$ cat config.mk
export PLATFORM = sky130hd
export DESIGN_NAME = keypad_code_lock
export DESIGN_NICKNAME = d
export VERILOG_FILES = /design/src/rtl/kcl_pkg.sv /design/src/rtl/kcl_ctrl.sv /design/src/rtl/keypad_code_lock.sv
export SDC_FILE = /design/constraint.sdc
export NUM_CORES = 1
export LEC_CHECK = 0
export BUFFER_PORTS_ARGS = -buffer_cell sky130_fd_sc_hd__buf_2
export CAP_MARGIN = 20
export CORE_ASPECT_RATIO = 0.75
export CORE_MARGIN = 3
export CORE_UTILIZATION = 59
export DETAILED_ROUTE_END_ITERATION = 12
export PLACE_DENSITY = 0.8
export SLEW_MARGIN = 10
export SYNTH_ARGS = -nofsm -noshare
export SYNTH_HDL_FRONTEND = slang
export SYNTH_SLANG_ARGS = --single-unit
$ cat constraint.sdc
create_clock -name clock -period 2.4 [get_ports clock]
set_input_delay 0.24 -clock clock [delete_from_list [all_inputs] [get_ports clock]]
set_output_delay 0.24 -clock clock [all_outputs]
set_load 0.005 [all_outputs]
$ cat src/rtl/kcl_pkg.sv
// Shared constants and types for the keypad code lock.
`timescale 1ns / 1ps

package kcl_pkg;

   localparam int MAX_CODE_LEN = 8;

   localparam logic [3:0] KEY_CONFIRM = 4'd10;
   localparam logic [3:0] KEY_STAR    = 4'd14;
   localparam logic [3:0] KEY_HASH    = 4'd15;

   localparam logic [2:0] MODE_IDLE   = 3'd0;
   localparam logic [2:0] MODE_UNLOCK = 3'd1;
   localparam logic [2:0] MODE_OLD    = 3'd2;
   localparam logic [2:0] MODE_NEW1   = 3'd3;
   localparam logic [2:0] MODE_NEW2   = 3'd4;

   localparam logic [2:0] EV_NONE      = 3'd0;
   localparam logic [2:0] EV_UNLOCKED  = 3'd1;
   localparam logic [2:0] EV_WRONG     = 3'd2;
   localparam logic [2:0] EV_CHANGED   = 3'd3;
   localparam logic [2:0] EV_MISMATCH  = 3'd4;
   localparam logic [2:0] EV_WRONG_OLD = 3'd5;

   localparam logic [3:0] FAIL_MAX         = 4'd15;
   localparam logic [3:0] FAIL_LIMIT_RESET = 4'd3;

   // factory code, digits beyond the fourth are zero
   localparam logic [3:0] DEFAULT_CODE [MAX_CODE_LEN] =
      '{4'd2, 4'd0, 4'd2, 4'd1, 4'd0, 4'd0, 4'd0, 4'd0};

   // strobes from the sequencer to the code stores
   typedef struct packed {
      logic wr_first;   // write key into first new-code buffer
      logic copy_code;  // replace stored code with first new-code buffer
      logic use_first;  // compare against first new-code buffer
   } ctl_type;

endpackage

$ cat src/rtl/kcl_ctrl.sv
// Entry sequencer: phase, entry length and match, failure count, alarm and result register.
`timescale 1ns / 1ps

module kcl_ctrl #(
   parameter int CODE_LEN = 4,
   localparam int CNT_W = $clog2(CODE_LEN + 2),
   localparam int IDX_W = (CODE_LEN > 1) ? $clog2(CODE_LEN) : 1
) (
   input  logic             clock,
   input  logic             reset,
   input  logic             accept,
   input  logic [3:0]       key,
   input  logic [3:0]       ref_key,
   input  logic [3:0]       fail_limit,
   output logic [IDX_W-1:0] idx,
   output kcl_pkg::ctl_type ctl,
   output logic [2:0]       mode_ff,
   output logic [2:0]       event_ff,
   output logic             alarm_ff,
   output logic             echo_ff
);
   import kcl_pkg::*;

   typedef enum logic [2:0] {
      PH_IDLE   = MODE_IDLE,
      PH_UNLOCK = MODE_UNLOCK,
      PH_OLD    = MODE_OLD,
      PH_NEW1   = MODE_NEW1,
      PH_NEW2   = MODE_NEW2
   } phase_type;

   localparam logic [CNT_W-1:0] LEN = CNT_W'(CODE_LEN);

   phase_type        phase_ff, phase_in;
   logic [CNT_W-1:0] count_ff, count_in;
   logic             match_ff, match_in;
   logic [3:0]       fail_ff, fail_in, fail_inc;
   logic             alarm_in;
   logic [2:0]       ev_in;
   logic             echo_in;
   logic             short_entry;
   logic             entry_ok;
   logic [CNT_W-1:0] count_take;
   logic             match_take;

   assign short_entry = (count_ff < LEN);
   assign entry_ok    = match_ff && (count_ff == LEN);
   assign idx         = count_ff[IDX_W-1:0];
   assign fail_inc    = (fail_ff < FAIL_MAX) ? fail_ff + 4'd1 : fail_ff;

   // count saturates one past the code length so overlong entries never match
   always_comb begin
      count_take = (count_ff <= LEN) ? count_ff + CNT_W'(1) : count_ff;
      match_take = short_entry ? (match_ff && (ref_key == key)) : 1'b0;
   end

   always_comb begin
      phase_in      = phase_ff;
      count_in      = count_ff;
      match_in      = match_ff;
      fail_in       = fail_ff;
      alarm_in      = alarm_ff;
      ev_in         = EV_NONE;
      echo_in       = 1'b0;
      ctl.wr_first  = 1'b0;
      ctl.copy_code = 1'b0;
      ctl.use_first = (phase_ff == PH_NEW1) || (phase_ff == PH_NEW2);

      if (phase_ff == PH_IDLE) begin
         if (key == KEY_STAR) begin
            phase_in = PH_UNLOCK;
            count_in = '0;
            match_in = 1'b1;
         end else if (key == KEY_HASH) begin
            phase_in = PH_OLD;
            count_in = '0;
            match_in = 1'b1;
         end
      end else if (key != KEY_CONFIRM) begin
         echo_in  = 1'b1;
         count_in = count_take;
         if (phase_ff == PH_NEW1) begin
            ctl.wr_first = short_entry;
            match_in     = 1'b1;
         end else begin
            match_in = match_take;
         end
      end else begin
         count_in = '0;
         match_in = 1'b1;
         phase_in = PH_IDLE;
         case (phase_ff)
            PH_UNLOCK: begin
               if (entry_ok) begin
                  ev_in    = EV_UNLOCKED;
                  fail_in  = '0;
                  alarm_in = 1'b0;
               end else begin
                  ev_in   = EV_WRONG;
                  fail_in = fail_inc;
                  if (fail_inc >= fail_limit) alarm_in = 1'b1;
               end
            end
            PH_OLD: begin
               if (entry_ok) begin
                  fail_in  = '0;
                  phase_in = PH_NEW1;
               end else begin
                  ev_in = EV_WRONG_OLD;
               end
            end
            PH_NEW1: begin
               phase_in = PH_NEW2;
               match_in = (count_ff == LEN);
            end
            PH_NEW2: begin
               if (entry_ok) begin
                  ctl.copy_code = 1'b1;
                  ev_in         = EV_CHANGED;
               end else begin
                  ev_in = EV_MISMATCH;
               end
            end
            default: phase_in = PH_IDLE;
         endcase
      end

      if (!accept) begin
         ctl.wr_first  = 1'b0;
         ctl.copy_code = 1'b0;
      end
   end

   always_ff @(posedge clock) begin
      if (reset) begin
         phase_ff <= PH_IDLE;
         count_ff <= '0;
         match_ff <= 1'b1;
         fail_ff  <= '0;
         alarm_ff <= 1'b0;
      end else if (accept) begin
         phase_ff <= phase_in;
         count_ff <= count_in;
         match_ff <= match_in;
         fail_ff  <= fail_in;
         alarm_ff <= alarm_in;
      end
   end

   // result register
   always_ff @(posedge clock) begin
      if (accept) begin
         mode_ff  <= phase_in;
         event_ff <= ev_in;
         echo_ff  <= echo_in;
      end
   end

endmodule

$ cat src/rtl/keypad_code_lock.sv
// Keypad code lock top level: handshake, code stores and limit register.
// The result is registered on the edge that takes the request.
// Throughput: one request per cycle; a new request is taken while a result waits,
// as long as that result is taken too.
// Reset (synchronous, active high): idle, code 2021, no failures, alarm off,
// fail limit 3. The first new-code buffer holds no reset value.
`timescale 1ns / 1ps

module keypad_code_lock #(
   parameter int CODE_LEN = 4
) (
   input  logic       clock,
   input  logic       reset,
   input  logic       req_valid,
   output logic       req_ready,
   input  logic [3:0] req_key,
   output logic       rsp_valid,
   input  logic       rsp_ready,
   output logic [2:0] rsp_mode,
   output logic [2:0] rsp_event_res,
   output logic       rsp_alarm,
   output logic       rsp_echo,
   input  logic       csr_wr_en,
   input  logic [3:0] csr_wr_data
);
   import kcl_pkg::*;

   localparam int IDX_W = (CODE_LEN > 1) ? $clog2(CODE_LEN) : 1;

   logic [3:0]       stored_code_ff [CODE_LEN];
   logic [3:0]       first_new_ff   [CODE_LEN];
   logic [3:0]       fail_limit_ff;
   logic             rsp_valid_ff;
   logic             accept;
   logic [IDX_W-1:0] idx;
   ctl_type          ctl;
   logic [3:0]       ref_key;

   assign req_ready = !rsp_valid_ff || rsp_ready;
   assign accept    = req_valid && req_ready;
   assign rsp_valid = rsp_valid_ff;
   assign ref_key   = ctl.use_first ? first_new_ff[idx] : stored_code_ff[idx];

   always_ff @(posedge clock) begin
      if (reset) begin
         rsp_valid_ff <= 1'b0;
      end else if (accept) begin
         rsp_valid_ff <= 1'b1;
      end else if (rsp_ready) begin
         rsp_valid_ff <= 1'b0;
      end
   end

   always_ff @(posedge clock) begin
      if (reset) begin
         fail_limit_ff <= FAIL_LIMIT_RESET;
      end else if (csr_wr_en) begin
         fail_limit_ff <= csr_wr_data;
      end
   end

   always_ff @(posedge clock) begin
      if (reset) begin
         for (int i = 0; i < CODE_LEN; i++) stored_code_ff[i] <= DEFAULT_CODE[i];
      end else if (ctl.copy_code) begin
         for (int i = 0; i < CODE_LEN; i++) stored_code_ff[i] <= first_new_ff[i];
      end
   end

   always_ff @(posedge clock) begin
      if (ctl.wr_first) first_new_ff[idx] <= req_key;
   end

   kcl_ctrl #(
      .CODE_LEN (CODE_LEN)
   ) u_ctrl (
      .clock      (clock),
      .reset      (reset),
      .accept     (accept),
      .key        (req_key),
      .ref_key    (ref_key),
      .fail_limit (fail_limit_ff),
      .idx        (idx),
      .ctl        (ctl),
      .mode_ff    (rsp_mode),
      .event_ff   (rsp_event_res),
      .alarm_ff   (rsp_alarm),
      .echo_ff    (rsp_echo)
   );

endmodule

Word-level counts from Yosys, hierarchy flattened
Memories as Yosys holds them, arrays and structs flattened. A register that Yosys moved wholly into a read port is not among the register bits.
Index checks and enable logic that the tools add are counted.

operators by class
  add/sub/neg operators = 2
  eq/ne operators = 12
  mux-type cells = 54
  order comparisons = 4
  reductions and logical operators = 15
  bitwise logic cells = 6

operator list
  cell                                                  number
  two-way mux 3 bit                                     11
  two-way mux 4 bit                                     8
  two-way mux 1 bit                                     24
  two-way mux 2 bit                                     8
  AND reduction 5 bit                                   2
  case mux 3 bit (3 select lines)                       1
  equality test 4 bit (second input constant)           2
  case mux 4 bit (2 select lines)                       1
  equality test 3 x 2 -> 1 bit (second input constant)  2
  equality test 3 bit (second input constant)           2
  case mux 3 bit (2 select lines)                       1
  nonzero test 2 bit                                    3
  adder 4 x 1 -> 4 bit (second input constant)          1
  equality test 4 bit                                   1
  >= comparator 4 bit                                   1
  less-than comparator 4 bit (second input constant)    1
  != test 4 bit (second input constant)                 1
  OR 1 bit                                              4
  adder 3 x 1 -> 3 bit (second input constant)          1
  equality test 3 x 1 -> 1 bit (second input constant)  1
  <= comparator 3 bit (second input constant)           1
  logical AND 1 bit                                     3
  logical NOT 3 bit                                     1
  less-than comparator 3 bit (second input constant)    1
  9 further kinds                                       11

storage, ports and cells
  RAM bits = 32
  memories = 2
  logic and storage cells = 105
  output and inout bits = 10
  register bits after elaboration = 24

memory list
  memory          words  bits a word  rd ports  clocked after Yosys merged registers in  write ports  line                    source
  first_new_ff    4      4            5         1                                        1            keypad_code_lock.sv:31  logic [3:0] first_new_ff [CODE_LEN];
  stored_code_ff  4      4            1         1                                        4            keypad_code_lock.sv:30  logic [3:0] stored_code_ff [CODE_LEN];

Depth between registers and ports, before layout
  depth after elaboration = 11
  gate-level depth with buffers = 10
  depth with buffers taken out = 10

Hierarchy
A second synthesis with hierarchy kept.

unflattened totals
  cells, all modules = 246
  area, all modules = 2886.5 sq um

modules (own cells, without submodules)
  module            seq. area each (sq um)  instances  cells each  area each (sq um)
  keypad_code_lock  1061.0                  1          97          1567.8
  kcl_ctrl          450.4                   1          149         1318.8

Worst setup path before layout
No wires, ideal clock.

  path kind = register to register
  from = register u_ctrl.fail_ff[0]
  to = register u_ctrl.alarm_ff
  setup time = 0.134 ns
  path slack = 0.323 ns
  period minus slack after synthesis = 2.077 ns
  data arrival time = 1.942 ns
  data required time = 2.266 ns
  cell stages (with the launch flop) = 11
  buffers on the path = 0
  cells stage by stage = dfxtp_1 > ha_1 > nand3_1 > xnor2_1 > ha_1 > nand2b_1 > a21o_1 > a21o_1 > a21o_1 > a21oi_1 > a211oi_1

between the ends
  cells in the longest elaborated chain, start to end = 5

RTL lines
  what                                                                line             source
  from (decl)                                                         kcl_ctrl.sv:37   logic [3:0] fail_ff, fail_in, fail_inc;
  from (signal assigned)                                              kcl_ctrl.sv:145  fail_ff <= fail_in;
  adder 4 x 1 -> 4 bit or less-than comparator 4 bit (tied branches)  kcl_ctrl.sv:49   assign fail_inc = (fail_ff < FAIL_MAX) ? fail_ff + 4'd1 : fail_ff;
  two-way mux 4 bit *                                                 kcl_ctrl.sv:49
  >= comparator 4 bit *                                               kcl_ctrl.sv:101  if (fail_inc >= fail_limit) alarm_in = 1'b1;
  nonzero test 2 bit (no source line) *                               -
  AND reduction 5 bit (no source line) *                              -
  to (signal assigned)                                                kcl_ctrl.sv:146  alarm_ff <= alarm_in;
  to (decl)                                                           kcl_ctrl.sv:19   output logic alarm_ff,

Mark *: on every way between the ends. The rest lies on a longest branch, timed or not.
A chain may end at the register's enable or synchronous reset.

Worst setup path in the final report
  from = register u_ctrl.fail_ff[1]
  to = register u_ctrl.alarm_ff

The elaborated chain is that of the path after synthesis.

==> reports/metrics.csv <==
metric,value,unit
result of the run,"complete, no violations",
depth of the worst register-to-register path,10,
Avg Vias per Cell,5.93,
# nets final,290,
global routing met2 resource utilization,31.1,%
unrepaired setup endpoints after global routing,false,
most instantiated library cell after synthesis,edfxtp_1,
First-pass DRT Iterations,7,
leakage power of the design,1.23,nW
routing usage on met3,7.10,%
register area share after synthesis,54.5,%
die footprint,5700,um2
R2R Path End,u_ctrl.alarm_ff,
required time of the critical path,2.59,ns
sort of element at the end of the critical path,register,
post-synth cell types,53,
Max-Slew Margin vs Limit,65.2,%
die height,66.2,um
max_cap viols,0,
critical hold path startpoint,csr_wr_data[1],
width of the die,86.2,um
cell chosen for the clock root,clkbuf_8,
fraction of layout cells with a size suffix above 1,23.1,%
number of warning messages in the yosys log,0,
Post-Route Setup TNS,0,ns
pre-CTS WS,0.136,ns
H-tree depth,3,
total placed cells including tap cells,314,
met1 track demand over resource in global routing,34.2,%
Post CTS Setup Buffer Count,0,
maximum number of pins on one net before global-route repair,18,
Critical R2R Launch,u_ctrl.fail_ff[1],
classification of the worst-slack hold path,in -> reg,
number of placement rows,21,
total track usage,22.7,%
maximum operating frequency,453,MHz
routed wire length per instance,17.4,um
TritonCTS sink count,58,
source-to-sink clock delay at the later pin of the worst-skew pair,0.33,ns
fin crit share,92.1,%
number of hold violations in the final report,0,
Post-synth EDFFs,39,
most area-hungry cell type in the Yosys netlist,edfxtp_1,
final worst-path setup slack,0.190,ns
aggregate routed wire length,5.74,mm
RePlAce Congestion,0.834,
Detailed Place HPWL,4.16,mm
Post-Syn Instances,237,
Max clock buf depth,2,
critical path arrival,2.40,ns
starting utilization of the core area,62.6,%
CTS clock-pin slew for the worst setup and hold paths,0.06,ns
flip-flop and latch count after synthesis,58,
Synth top area share,41.1,%
Most Crowded Layer GR,met1,
largest fanout on the critical path,5,
I/O Pins,23,
Detail Route Antenna Nets,0,
Hold EP,fail_limit_ff[1],
worst-case register-to-register setup slack,0.19,ns
critical path type,reg -> reg,
Floorplan Core Area,4550,um2
category of the worst setup path launch point,register,
number of inserted diodes,0,
Synth Cell Area,2850,um2
Slew @ Worst Pin,0.522,ns
via count of the first global-routing pass,1844,
initial antenna violation count,0,
top cells by instance count after synthesis,"edfxtp_1, and2_1, dfxtp_1, nor2_1, nand2_1",
Final setup viols,0,
worst-case vdd ir drop,0.000538,V
top flip-flop cell by instance count after synthesis,edfxtp_1,
Mapped Nets,259,
number of cells on the worst hold path,3,
Inserted Clock Buffers,9,
DR vias,1957,
non-filler instance count after layout,330,
Cell Pwr Density,652,nW/um2
TritonCTS clock tree,built,
initial DRC count,193,
DR DRC count,0,
overall overflow remaining after global route,0,
Period minus WS final,2.21,ns
Avg Synthesized Cell Area,12.0,um2
# port buffers,22,
async set or reset register ratio after synthesis,0,%
Worst Skew,0.00529,ns
global-route wire length before repair,9.43,mm
layout overhead on the synthesized area,13.8,%
biggest area contributors in the synthesized netlist,"edfxtp_1, dfxtp_1, mux4_2, and2_1, ha_1",
max-slew violation count,0,
-- critical path, cell delays in order (launching register included) --
cell and delay, ns:
dfxtp_1 0.39, ha_2 0.25, nand3_2 0.14, xnor2_1 0.19
ha_1 0.25, nand2b_1 0.15, a21o_1 0.18, a21o_1 0.16
a21o_1 0.16, a21oi_1 0.14, a211oi_1 0.07
-- power breakdown --
part	total, W	switching [W]	internal, W
clock	0.000879	0.000348	0.000531
sequential	0.00110	0.0000126	0.00109
combinational	0.000134	0.0000802	0.0000541
total	0.00211	0.000440	0.00167
-- cell type report --
cell class	instances	area [um2]
Multi-Input combinational cell	158	1210
Sequential cell	58	1550
Fill cell	316	1310
Tap cell	57	71.3
Clock buffer	13	159
Timing Repair Buffer	29	163
Clock inverter	3	38.8
Inverter	12	45.0
-- through the flow --
stage / power (W) / hold WS (ns) / util [%] / area, um2
after detailed placement: 0.00125 / 0.464 / 66.7 / 3030
after CTS: 0.00213 / 0.119 / 71.1 / 3230
after global placement: 0.00125 / 0.458 / 66.7 / 3030
after floorplan: 0.00120 / 0.339 / - / 2850
after global routing: 0.00219 / 0.116 / 71.3 / 3240
final: 0.00211 / 0.132 / 71.3 / 3240
-- cell usage in the layout, fill, tap and decap left out, types with 4 or more instances in the layout --
cell type,n
nand2_1,16
a21oi_1,7
nand2b_1,6
nor2_1,17
mux4_2,8
buf_2,22
a21o_1,4
clkbuf_8,11
inv_1,11
nand3_1,4
and2_1,19
edfxtp_1,39
mux2i_1,8
buf_4,7
ha_1,8
dfxtp_1,18
xnor2_1,7
-- routing by layer --
layer / part of all wire (%) / vias to the layer above
met1: 47 / 931
met2: 44 / 89
met5: 0 / -
met4: 0.77 / 0
li1: - / 929
met3: 8.2 / 8
-- worst max path at each step --
stage,to,start
4_1_cts,u_ctrl.alarm_ff,u_ctrl.fail_ff[0]
3_5_place_dp,u_ctrl.alarm_ff,u_ctrl.fail_ff[0]
3_3_place_gp,u_ctrl.alarm_ff,u_ctrl.fail_ff[0]
5_1_grt,u_ctrl.alarm_ff,u_ctrl.fail_ff[1]
6_report,u_ctrl.alarm_ff,u_ctrl.fail_ff[1]
2_1_floorplan,u_ctrl.alarm_ff,u_ctrl.fail_ff[0]
-- kinds of logic (layout without fill, tap and decap cells) --
group                    Yosys count  after routing  share of synthesized area [%]
AO/OA/AOI/OAI                     37             37                           9.45
XOR/XNOR                          10             10                           3.08
adder cells (fa/ha/maj)            9              9                           3.96
buffers and inverters             21             57                           3.21
flip-flops                        58             58                           54.5
multiplexers                      16             16                           9.14
AND/OR/NAND/NOR                   86             86                           16.7
-- repair_timing --
action	CTS	global route
hold buffers	0	0
setup endpoints to repair	0	1
gates resized for setup	0	3
-- state kept, by name, indices dropped and copies added, names as in the netlist, named ones only --
signal / count
u_ctrl.event_ff: 3
u_ctrl.fail_ff: 4
rsp_valid: 1
u_ctrl.count_ff: 3
fail_limit_ff: 4
stored_code_ff: 16
u_ctrl.mode_ff: 3
first_new_ff: 16
u_ctrl.alarm_ff: 1
u_ctrl.phase_ff: 3
u_ctrl.match_ff: 1
u_ctrl.echo_ff: 1
Power figures use the tool's default switching activity.
